**src/rtl/core/rfd_pkg.sv**
```systemverilog
package rfd_pkg;

  localparam logic [7:0]  START_BYTE  = 8'h02;
  localparam logic [7:0]  END_BYTE    = 8'h03;
  localparam logic [15:0] FIXED_BYTES = 16'd26;
  localparam logic [15:0] WORD_BYTES  = 16'd4;

  localparam logic [15:0] RST_MAX_RID = 16'd49;
  localparam logic [15:0] RST_MAX_SVC = 16'd511;
  localparam logic [15:0] RST_MAX_EI  = 16'd511;

  // configuration register indexes
  localparam logic [1:0] REG_MAX_RID = 2'd0;
  localparam logic [1:0] REG_MAX_SVC = 2'd1;
  localparam logic [1:0] REG_MAX_EI  = 2'd2;

  typedef enum logic [3:0] {
    PH_HUNT,
    PH_LEN,
    PH_RIDLEN,
    PH_RID,
    PH_SVCLEN,
    PH_SVC,
    PH_ECODE,
    PH_EILEN,
    PH_EI,
    PH_PAY,
    PH_CK,
    PH_END,
    PH_SKIP
  } phase_t;

  typedef enum logic [2:0] {
    KIND_HUNT    = 3'd0,
    KIND_HEADER  = 3'd1,
    KIND_RID     = 3'd2,
    KIND_SVC     = 3'd3,
    KIND_EI      = 3'd4,
    KIND_PAYLOAD = 3'd5,
    KIND_TRAILER = 3'd6
  } kind_t;

  typedef enum logic [2:0] {
    ST_OK        = 3'd0,
    ST_EMPTY_RID = 3'd1,
    ST_OVERRUN   = 3'd2,
    ST_TOO_LONG  = 3'd3,
    ST_END_MISS  = 3'd4
  } status_t;

  // classified byte passed from front to back
  typedef struct packed {
    logic [7:0] data;
    logic       is_start;
    logic       is_end;
  } cls_t;

  typedef struct packed {
    kind_t       kind;
    logic [7:0]  data;
    logic        done;
    status_t     status;
    logic [31:0] error_code;
    logic [15:0] payload_length;
  } res_t;

  typedef struct packed {
    logic [15:0] max_rid;
    logic [15:0] max_svc;
    logic [15:0] max_ei;
  } limits_t;

endpackage

```
**src/rtl/core/rfd_fifo.sv**
```systemverilog
module rfd_fifo #(
  parameter int WIDTH = 8,
  parameter int DEPTH = 2
) (
  input  logic             clk,
  input  logic             rst_n,
  input  logic             wr_en,
  input  logic [WIDTH-1:0] wr_data,
  output logic             full,
  input  logic             rd_en,
  output logic [WIDTH-1:0] rd_data,
  output logic             empty
);

  localparam int PW = (DEPTH > 1) ? $clog2(DEPTH) : 1;
  localparam int CW = $clog2(DEPTH + 1);
  localparam logic [PW-1:0] LAST = PW'(DEPTH - 1);
  localparam logic [CW-1:0] FULL_CNT = CW'(DEPTH);

  logic [WIDTH-1:0] mem_r [DEPTH];
  logic [PW-1:0]    wr_ptr_r, wr_ptr_nxt;
  logic [PW-1:0]    rd_ptr_r, rd_ptr_nxt;
  logic [CW-1:0]    count_r, count_nxt;
  logic             do_wr, do_rd;

  assign full    = (count_r == FULL_CNT);
  assign empty   = (count_r == '0);
  assign do_wr   = wr_en && !full;
  assign do_rd   = rd_en && !empty;
  assign rd_data = mem_r[rd_ptr_r];

  always_comb begin
    wr_ptr_nxt = wr_ptr_r;
    rd_ptr_nxt = rd_ptr_r;
    count_nxt  = count_r;
    if (do_wr) begin
      wr_ptr_nxt = (wr_ptr_r == LAST) ? '0 : wr_ptr_r + PW'(1);
    end
    if (do_rd) begin
      rd_ptr_nxt = (rd_ptr_r == LAST) ? '0 : rd_ptr_r + PW'(1);
    end
    if (do_wr && !do_rd) begin
      count_nxt = count_r + CW'(1);
    end else if (do_rd && !do_wr) begin
      count_nxt = count_r - CW'(1);
    end
  end

  always_ff @(posedge clk) begin
    if (!rst_n) begin
      wr_ptr_r <= '0;
      rd_ptr_r <= '0;
      count_r  <= '0;
    end else begin
      wr_ptr_r <= wr_ptr_nxt;
      rd_ptr_r <= rd_ptr_nxt;
      count_r  <= count_nxt;
    end
  end

  always_ff @(posedge clk) begin
    if (do_wr) begin
      mem_r[wr_ptr_r] <= wr_data;
    end
  end

endmodule

```
**src/rtl/core/rfd_front.sv**
```systemverilog
module rfd_front (
  input  logic          push,
  input  logic [7:0]    rx_byte,
  output logic          cls_valid,
  output rfd_pkg::cls_t cls
);

  // flag the marker bytes ahead of the parser
  always_comb begin
    cls_valid    = push;
    cls.data     = rx_byte;
    cls.is_start = (rx_byte == rfd_pkg::START_BYTE);
    cls.is_end   = (rx_byte == rfd_pkg::END_BYTE);
  end

endmodule

```
**src/rtl/core/rfd_back.sv**
```systemverilog
module rfd_back #(
  parameter int MAX_FRAME_LENGTH = 65535
) (
  input  logic             clk,
  input  logic             rst_n,
  input  logic             cls_avail,
  input  rfd_pkg::cls_t    cls,
  output logic             cls_take,
  input  logic             res_full,
  output logic             res_push,
  output rfd_pkg::res_t    res,
  input  rfd_pkg::limits_t limits
);

  localparam logic [31:0] MAX_LEN = 32'(MAX_FRAME_LENGTH);

  rfd_pkg::phase_t  phase_r, phase_nxt;
  logic [15:0]      len_r, len_nxt;
  logic [15:0]      pos_r, pos_nxt;
  logic [15:0]      rem_r, rem_nxt;
  logic [31:0]      word_r, word_nxt;
  logic [31:0]      ecode_r, ecode_nxt;
  logic [15:0]      room_r, room_nxt;
  rfd_pkg::status_t status_r, status_nxt;

  logic             fire;
  logic [31:0]      word_cat;
  logic [15:0]      rem_dec;
  logic [15:0]      rem_sat;
  logic [15:0]      pos_inc;
  logic             at_end;
  logic [15:0]      limit;
  rfd_pkg::status_t chk;
  rfd_pkg::status_t end_st;

  assign fire     = cls_avail && !res_full;
  assign cls_take = fire;
  assign res_push = fire;
  assign word_cat = {word_r[23:0], cls.data};
  assign rem_dec  = rem_r - 16'd1;
  assign rem_sat  = (rem_r != '0) ? rem_dec : '0;
  assign pos_inc  = pos_r + 16'd1;
  assign at_end   = ({1'b0, pos_inc} + 17'd1) >= {1'b0, len_r};

  always_comb begin
    unique case (phase_r)
      rfd_pkg::PH_RIDLEN: limit = limits.max_rid;
      rfd_pkg::PH_SVCLEN: limit = limits.max_svc;
      default:            limit = limits.max_ei;
    endcase
    priority if (phase_r == rfd_pkg::PH_RIDLEN && word_cat == '0) begin
      chk = rfd_pkg::ST_EMPTY_RID;
    end else if (word_cat > {16'd0, room_r}) begin
      chk = rfd_pkg::ST_OVERRUN;
    end else if (word_cat > {16'd0, limit}) begin
      chk = rfd_pkg::ST_TOO_LONG;
    end else begin
      chk = rfd_pkg::ST_OK;
    end
    if (status_r != rfd_pkg::ST_OK) begin
      end_st = status_r;
    end else if (cls.is_end) begin
      end_st = rfd_pkg::ST_OK;
    end else begin
      end_st = rfd_pkg::ST_END_MISS;
    end
  end

  always_comb begin
    phase_nxt  = phase_r;
    len_nxt    = len_r;
    pos_nxt    = pos_r;
    rem_nxt    = rem_r;
    word_nxt   = word_r;
    ecode_nxt  = ecode_r;
    room_nxt   = room_r;
    status_nxt = status_r;

    res.kind           = rfd_pkg::KIND_HUNT;
    res.data           = cls.data;
    res.done           = 1'b0;
    res.status         = rfd_pkg::ST_OK;
    res.error_code     = '0;
    res.payload_length = '0;

    unique case (phase_r)
      rfd_pkg::PH_HUNT: begin
        if (cls.is_start) begin
          phase_nxt  = rfd_pkg::PH_LEN;
          rem_nxt    = rfd_pkg::WORD_BYTES;
          word_nxt   = '0;
          pos_nxt    = '0;
          len_nxt    = '0;
          room_nxt   = '0;
          status_nxt = rfd_pkg::ST_OK;
          ecode_nxt  = '0;
          res.kind   = rfd_pkg::KIND_HEADER;
        end
      end
      rfd_pkg::PH_LEN: begin
        pos_nxt  = pos_inc;
        res.kind = rfd_pkg::KIND_HEADER;
        word_nxt = word_cat;
        rem_nxt  = rem_dec;
        if (rem_dec == '0) begin
          if (word_cat < {16'd0, rfd_pkg::FIXED_BYTES} || word_cat > MAX_LEN) begin
            res.done   = 1'b1;
            res.status = rfd_pkg::ST_END_MISS;
            phase_nxt  = rfd_pkg::PH_HUNT;
          end else begin
            len_nxt   = word_cat[15:0];
            room_nxt  = word_cat[15:0] - rfd_pkg::FIXED_BYTES;
            phase_nxt = rfd_pkg::PH_RIDLEN;
            rem_nxt   = rfd_pkg::WORD_BYTES;
            word_nxt  = '0;
          end
        end
      end
      default: begin
        pos_nxt = pos_inc;
        if (at_end) begin
          // last byte of the frame: report and go back to hunting
          res.kind       = rfd_pkg::KIND_TRAILER;
          res.done       = 1'b1;
          res.status     = end_st;
          res.error_code = ecode_r;
          res.payload_length = (end_st == rfd_pkg::ST_OK) ? room_r : '0;
          phase_nxt      = rfd_pkg::PH_HUNT;
        end else begin
          unique case (phase_r)
            rfd_pkg::PH_RIDLEN, rfd_pkg::PH_SVCLEN,
            rfd_pkg::PH_ECODE, rfd_pkg::PH_EILEN: begin
              res.kind = rfd_pkg::KIND_HEADER;
              word_nxt = word_cat;
              rem_nxt  = rem_dec;
              if (rem_dec == '0) begin
                if (phase_r == rfd_pkg::PH_ECODE) begin
                  ecode_nxt = word_cat;
                  phase_nxt = rfd_pkg::PH_EILEN;
                  rem_nxt   = rfd_pkg::WORD_BYTES;
                  word_nxt  = '0;
                end else if (chk != rfd_pkg::ST_OK) begin
                  status_nxt = chk;
                  phase_nxt  = rfd_pkg::PH_SKIP;
                end else begin
                  room_nxt = room_r - word_cat[15:0];
                  if (word_cat == '0) begin
                    if (phase_r == rfd_pkg::PH_SVCLEN) begin
                      phase_nxt = rfd_pkg::PH_ECODE;
                      rem_nxt   = rfd_pkg::WORD_BYTES;
                      word_nxt  = '0;
                    end else if (room_r == '0) begin
                      phase_nxt = rfd_pkg::PH_CK;
                      rem_nxt   = rfd_pkg::WORD_BYTES;
                    end else begin
                      phase_nxt = rfd_pkg::PH_PAY;
                      rem_nxt   = room_r;
                    end
                  end else begin
                    rem_nxt = word_cat[15:0];
                    unique case (phase_r)
                      rfd_pkg::PH_RIDLEN: phase_nxt = rfd_pkg::PH_RID;
                      rfd_pkg::PH_SVCLEN: phase_nxt = rfd_pkg::PH_SVC;
                      default:            phase_nxt = rfd_pkg::PH_EI;
                    endcase
                  end
                end
              end
            end
            rfd_pkg::PH_RID, rfd_pkg::PH_SVC, rfd_pkg::PH_EI, rfd_pkg::PH_PAY: begin
              unique case (phase_r)
                rfd_pkg::PH_RID: res.kind = rfd_pkg::KIND_RID;
                rfd_pkg::PH_SVC: res.kind = rfd_pkg::KIND_SVC;
                rfd_pkg::PH_EI:  res.kind = rfd_pkg::KIND_EI;
                default:         res.kind = rfd_pkg::KIND_PAYLOAD;
              endcase
              rem_nxt = rem_sat;
              if (rem_sat == '0) begin
                unique case (phase_r)
                  rfd_pkg::PH_RID: begin
                    phase_nxt = rfd_pkg::PH_SVCLEN;
                    rem_nxt   = rfd_pkg::WORD_BYTES;
                    word_nxt  = '0;
                  end
                  rfd_pkg::PH_SVC: begin
                    phase_nxt = rfd_pkg::PH_ECODE;
                    rem_nxt   = rfd_pkg::WORD_BYTES;
                    word_nxt  = '0;
                  end
                  rfd_pkg::PH_EI: begin
                    if (room_r == '0) begin
                      phase_nxt = rfd_pkg::PH_CK;
                      rem_nxt   = rfd_pkg::WORD_BYTES;
                    end else begin
                      phase_nxt = rfd_pkg::PH_PAY;
                      rem_nxt   = room_r;
                    end
                  end
                  default: begin
                    phase_nxt = rfd_pkg::PH_CK;
                    rem_nxt   = rfd_pkg::WORD_BYTES;
                  end
                endcase
              end
            end
            rfd_pkg::PH_CK: begin
              res.kind = rfd_pkg::KIND_TRAILER;
              rem_nxt  = rem_sat;
              if (rem_sat == '0) begin
                phase_nxt = rfd_pkg::PH_END;
              end
            end
            default: begin
              res.kind = rfd_pkg::KIND_TRAILER;
            end
          endcase
        end
      end
    endcase
  end

  always_ff @(posedge clk) begin
    if (!rst_n) begin
      phase_r  <= rfd_pkg::PH_HUNT;
      len_r    <= '0;
      pos_r    <= '0;
      rem_r    <= '0;
      word_r   <= '0;
      ecode_r  <= '0;
      room_r   <= '0;
      status_r <= rfd_pkg::ST_OK;
    end else if (fire) begin
      phase_r  <= phase_nxt;
      len_r    <= len_nxt;
      pos_r    <= pos_nxt;
      rem_r    <= rem_nxt;
      word_r   <= word_nxt;
      ecode_r  <= ecode_nxt;
      room_r   <= room_nxt;
      status_r <= status_nxt;
    end
  end

endmodule

```
**src/rtl/core/rpc_frame_deframer_unit.sv**
```systemverilog
// an accepted byte goes through the input queue and the parser into the result queue
// throughput: one item per cycle while the result queue has room, set by the parser step
// full and empty come straight from the two-entry queues on each side
// reset (rst_n low, synchronous): queues empty, parser hunting for a start byte,
// limits back to 49, 511 and 511
module rpc_frame_deframer_unit #(
  parameter int MAX_FRAME_LENGTH = 65535
) (
  input  logic               clk,
  input  logic               rst_n,
  // byte input
  input  logic               push,
  output logic               full,
  input  logic [7:0]         in_rx_byte,
  // tagged byte output
  input  logic               pop,
  output logic               empty,
  output logic [2:0]         out_byte_kind,
  output logic [7:0]         out_data_byte,
  output logic               out_frame_done,
  output logic [2:0]         out_frame_status,
  output logic signed [31:0] out_error_code,
  output logic [15:0]        out_payload_length,
  // register port
  input  logic               psel,
  input  logic               penable,
  input  logic               pwrite,
  input  logic [3:0]         paddr,
  input  logic [31:0]        pwdata,
  output logic [31:0]        prdata,
  output logic               pready
);

  localparam int CLS_W = $bits(rfd_pkg::cls_t);
  localparam int RES_W = $bits(rfd_pkg::res_t);

  // field length limits
  logic [15:0]      max_rid_r, max_svc_r, max_ei_r;
  rfd_pkg::limits_t limits;
  logic             cfg_wr;
  logic [1:0]       cfg_idx;

  assign pready  = 1'b1;
  assign cfg_wr  = psel && penable && pwrite;
  assign cfg_idx = paddr[3:2];

  always_ff @(posedge clk) begin
    if (!rst_n) begin
      max_rid_r <= rfd_pkg::RST_MAX_RID;
      max_svc_r <= rfd_pkg::RST_MAX_SVC;
      max_ei_r  <= rfd_pkg::RST_MAX_EI;
    end else if (cfg_wr) begin
      unique case (cfg_idx)
        rfd_pkg::REG_MAX_RID: max_rid_r <= pwdata[15:0];
        rfd_pkg::REG_MAX_SVC: max_svc_r <= pwdata[15:0];
        rfd_pkg::REG_MAX_EI:  max_ei_r  <= pwdata[15:0];
        default: ;
      endcase
    end
  end

  always_comb begin
    unique case (cfg_idx)
      rfd_pkg::REG_MAX_RID: prdata = {16'd0, max_rid_r};
      rfd_pkg::REG_MAX_SVC: prdata = {16'd0, max_svc_r};
      rfd_pkg::REG_MAX_EI:  prdata = {16'd0, max_ei_r};
      default:              prdata = '0;
    endcase
    limits.max_rid = max_rid_r;
    limits.max_svc = max_svc_r;
    limits.max_ei  = max_ei_r;
  end

  // front: classify incoming bytes
  logic          cls_valid;
  rfd_pkg::cls_t cls_in;

  rfd_front u_front (
    .push      (push),
    .rx_byte   (in_rx_byte),
    .cls_valid (cls_valid),
    .cls       (cls_in)
  );

  // queue between front and back; its fill level is what the pusher sees
  logic             mid_empty;
  logic             mid_take;
  logic [CLS_W-1:0] mid_data;

  rfd_fifo #(
    .WIDTH (CLS_W),
    .DEPTH (2)
  ) u_mid_q (
    .clk     (clk),
    .rst_n   (rst_n),
    .wr_en   (cls_valid),
    .wr_data (cls_in),
    .full    (full),
    .rd_en   (mid_take),
    .rd_data (mid_data),
    .empty   (mid_empty)
  );

  // back: frame parser, one byte per cycle when the result queue has room
  logic          res_full;
  logic          res_push;
  rfd_pkg::res_t res_in;
  rfd_pkg::res_t res_out;
  logic [RES_W-1:0] res_out_bits;

  rfd_back #(
    .MAX_FRAME_LENGTH (MAX_FRAME_LENGTH)
  ) u_back (
    .clk       (clk),
    .rst_n     (rst_n),
    .cls_avail (!mid_empty),
    .cls       (rfd_pkg::cls_t'(mid_data)),
    .cls_take  (mid_take),
    .res_full  (res_full),
    .res_push  (res_push),
    .res       (res_in),
    .limits    (limits)
  );

  // result queue decouples the parser from the consumer
  rfd_fifo #(
    .WIDTH (RES_W),
    .DEPTH (2)
  ) u_out_q (
    .clk     (clk),
    .rst_n   (rst_n),
    .wr_en   (res_push),
    .wr_data (res_in),
    .full    (res_full),
    .rd_en   (pop),
    .rd_data (res_out_bits),
    .empty   (empty)
  );

  assign res_out            = rfd_pkg::res_t'(res_out_bits);
  assign out_byte_kind      = res_out.kind;
  assign out_data_byte      = res_out.data;
  assign out_frame_done     = res_out.done;
  assign out_frame_status   = res_out.status;
  assign out_error_code     = res_out.error_code;
  assign out_payload_length = res_out.payload_length;

endmodule

```
**config.mk**
```make
export PLATFORM = sky130hd
export DESIGN_NAME = rpc_frame_deframer_unit
export DESIGN_NICKNAME = d
export VERILOG_FILES = /design/src/rtl/core/rfd_pkg.sv /design/src/rtl/core/rfd_fifo.sv /design/src/rtl/core/rfd_front.sv /design/src/rtl/core/rfd_back.sv /design/src/rtl/core/rpc_frame_deframer_unit.sv
export SDC_FILE = /design/constraint.sdc
export NUM_CORES = 1
export LEC_CHECK = 0
export BUFFER_PORTS_ARGS = -buffer_cell sky130_fd_sc_hd__buf_4
export CORE_ASPECT_RATIO = 2
export CORE_MARGIN = 2
export CORE_UTILIZATION = 45
export CTS_CLUSTER_SIZE = 40
export DETAILED_ROUTE_END_ITERATION = 8
export GPL_ROUTABILITY_DRIVEN = 0
export PLACE_DENSITY = 0.65
export SLEW_MARGIN = 5
export SYNTH_ARGS = -nofsm -noshare
export SYNTH_HDL_FRONTEND = slang
export SYNTH_HIERARCHICAL = 1
export SYNTH_SLANG_ARGS = --single-unit
```
**constraint.sdc**
```tcl
create_clock -name clk -period 3.93 [get_ports clk]
set_input_delay 0.1965 -clock clk [delete_from_list [all_inputs] [get_ports clk]]
set_output_delay 0.1965 -clock clk [all_outputs]
set_load 0.05 [all_outputs]
```
==> impl_metrics.tcl <==
set metrics [dict create \
    drc 0 \
    antenna_left 0 \
    dp_cells 2674 \
    htree_levels 1 \
    clkSinkCount 330 \
    critical_path.max_fanout 8 \
    synth_cell_types 99 \
    die-area_um2 43700 \
    timing.slew.headroom_pct 24.7 \
    skew_ps 22.0 \
    vdd_drop_max_uv 444 \
    dp_hpwl_um 43000 \
    die_h_um 294 \
    firstDrtPassIters 6 \
    yosys-top-cells-area "edfxtp_1, dfxtp_1, mux2i_1" \
    crit_path_start_kind "flop" \
    power.density_nw_per_um2 741 \
    fillers 3585 \
    violations "negative setup slack" \
    overflow 0 \
    wirelength_um 62900 \
    ys_top_cells_by_count "nand2_1, dfxtp_1, edfxtp_1, a21oi_1" \
    finalNonFillerCells 2809 \
    chipWidth_um 149 \
    cts.clk_slew.worst_paths_ps 70 \
    synth_ff_type "dfxtp_1" \
    met3_usage_pct 4.80 \
    top_usage_layer "met2" \
    worstPathArrival_ps 4900 \
    synth_seq_cells 330 \
    vias_per_cell 5.92 \
    pin_count 149 \
    wl_per_cell_um 22.4 \
    syn_avg_cell_area_um2 9.50 \
    crit_type "flop to flop" \
    grt_pass1_wl_um 92800 \
    outcome "finished with violations" \
    hold_slack_ps 83.1 \
    cts_buffers 29 \
    max_cap_violations 0 \
    hold_path.class "primary input to flop" \
    port_buffers 113 \
    grt_util_all_layers_pct 27.6 \
    fin_crit_sh_pct 111 \
    fin_nets 2369 \
    clk_latency_ps 600 \
    ys_seq_area_share_pct 42.8 \
    yosys.area.top_type "edfxtp_1" \
    worst_ep_required_time_ps 4450 \
    utilization_pct 57.7 \
    clock_path_buffers 3 \
    finalHoldViolations 0 \
    leakage_nw 9.47 \
    p_total_mw 17.8 \
    grt_max_degree 123 \
    start_util_pct 45.3 \
    cts-root-buf "clkbuf_16" \
    yosys_warnings 6 \
    slew_violations 0 \
    core_area_um2 41600 \
    fin_ws_ps -449 \
    antenna_found_initial 0 \
    cp-end-kind "flop" \
    fmax_mhz 228 \
    synthCells 1986 \
    std_cell_rows 106 \
    drive_gt1_share_pct 30.5 \
    num_vias 16600 \
    min_period_ps 4380 \
    setup_tns_ps -60440 \
    grt_setup_unrepaired "true" \
    cts_tree "yes" \
    gr-usage-met2_pct 50.0 \
    async_reset_ff_share_pct 0 \
    antenna_cells 0 \
    synth_edf_count 146 \
    syn-cell-area_um2 18900 \
    drt_iter0_markers 1023 \
    setup_viol 204 \
    synth.most_common_cell "nand2_1" \
    grt_pass1_vias 16600 \
    area_growth_pct 27.4 \
    tightest_slew_ps 1130 \
    yosys.area.top_type_share_pct 23.2 \
    gr-usage-met1_pct 26.7 \
]
[final cells by class]
type / count / area (um2) / area share, %
Tap cell: 540 / 676 / 2.81
Multi-Input combinational cell: 1426 / 10500 / 43.8
Timing Repair Buffer: 389 / 3470 / 14.5
Clock buffer: 36 / 772 / 3.21
Inverter: 70 / 263 / 1.09
Clock inverter: 18 / 251 / 1.05
Sequential cell: 330 / 8080 / 33.6
[final timing paths]
kind,from,endpoint,slack (ps),depth (start not counted)
setup / recovery,u_back/pos_r[4],u_back/ecode_r[17],-450,19
hold / removal,pop,flop,80,4
setup reg to reg,u_back/pos_r[4],u_back/ecode_r[17],-450,19
hold reg to reg,u_back/len_r[12],u_back/len_r[12],460,2
[power by group]
group	switching (mW)	total [mW]	internal (mW)
Sequential	0.409	4.72	4.31
Combinational	6.07	9.97	3.90
Clock	1.38	3.13	1.75
Total	7.86	17.8	9.96
[cell usage in the layout, fill, tap and decap left out, types with 15 or more instances in the layout]
master / instances
clkbuf_16: 33
xor2_1: 24
and2_4: 51
nor2_1: 88
inv_1: 69
a22oi_1: 15
nor2b_1: 43
nand4_1: 19
buf_12: 16
ha_1: 69
a31oi_1: 22
edfxtp_1: 146
or3_1: 16
a21oi_1: 117
o21ai_0: 69
nand3_1: 82
conb_1: 17
mux2i_1: 98
xnor2_1: 42
mux2_2: 73
buf_4: 305
buf_6: 29
dlygate4sd3_1: 25
a22o_1: 15
nand2_1: 214
nor4_2: 15
dfxtp_1: 179
nor3_1: 24
[metal layers]
metal | routed length [um] | vias up
met3 | 3660 | 353
met1 | 20100 | 7902
met5 | 0 | -
li1 | - | 7626
met4 | 6610 | 0
met2 | 32500 | 744
[kinds of logic after synthesis]
kind of cell	after synthesis	synth area share, %
adder cells (fa/ha/maj)	72	4.82
multiplexers	171	9.56
AO/OA/AOI/OAI	410	14.3
AND/OR/NAND/NOR	689	19.0
flip-flops	330	42.8
XOR/XNOR	66	3.07
buffers and inverters	246	6.46
other	2	0.0398
[through the flow]
stage               instance area (um2)  setup slack [ps]
global placement                  21200              -531
floorplan                         19000              -144
detailed placement                21200              -503
finish                            24000              -449
global route                      24000              -599
CTS                               23100              -384
[worst max-delay path, cell delays in order, from the launching register on]
cell and delay (ps):
dfxtp_1 430, nand3_1 160, buf_4 190, nor3_1 230, nand4b_1 210, a211oi_2 300, and2_4 190, nand2_1 60
xnor2_1 140, ha_1 320, and3_4 160, o31ai_4 180, a211oi_2 110, or3_4 360, a31oi_4 180, and2_4 180
a31oi_1 70, or3_4 440, clkbuf_16 210, mux2i_1 180
[what timing repair did]
| action | in CTS | in global routing |
|---|---|---|
| resized for setup | 94 | 148 |
| endpoints found under the hold margin | 64 | 0 |
| pin swaps | 41 | 81 |
| buffers inserted | 26 | 23 |
| cloned | 7 | 6 |
| setup endpoints to repair | 204 | 204 |
| hold buffers | 25 | 0 |
[state kept, by name, indices dropped and copies added (netlist names), named ones only]
name / count
u_out_q/mem_r: 126
u_back/phase_r: 4
u_mid_q/mem_r: 20
max_svc_r: 16
u_mid_q/rd_ptr_r: 1
u_out_q/wr_ptr_r: 1
u_back/rem_r: 16
u_back/pos_r: 16
u_mid_q/count_r: 2
u_back/status_r: 2
u_back/len_r: 16
u_mid_q/wr_ptr_r: 1
u_back/ecode_r: 32
max_ei_r: 16
u_back/word_r: 24
u_out_q/count_r: 2
u_out_q/rd_ptr_r: 1
u_back/room_r: 16
max_rid_r: 16
Note: power is estimated with default switching activity, not from simulation.
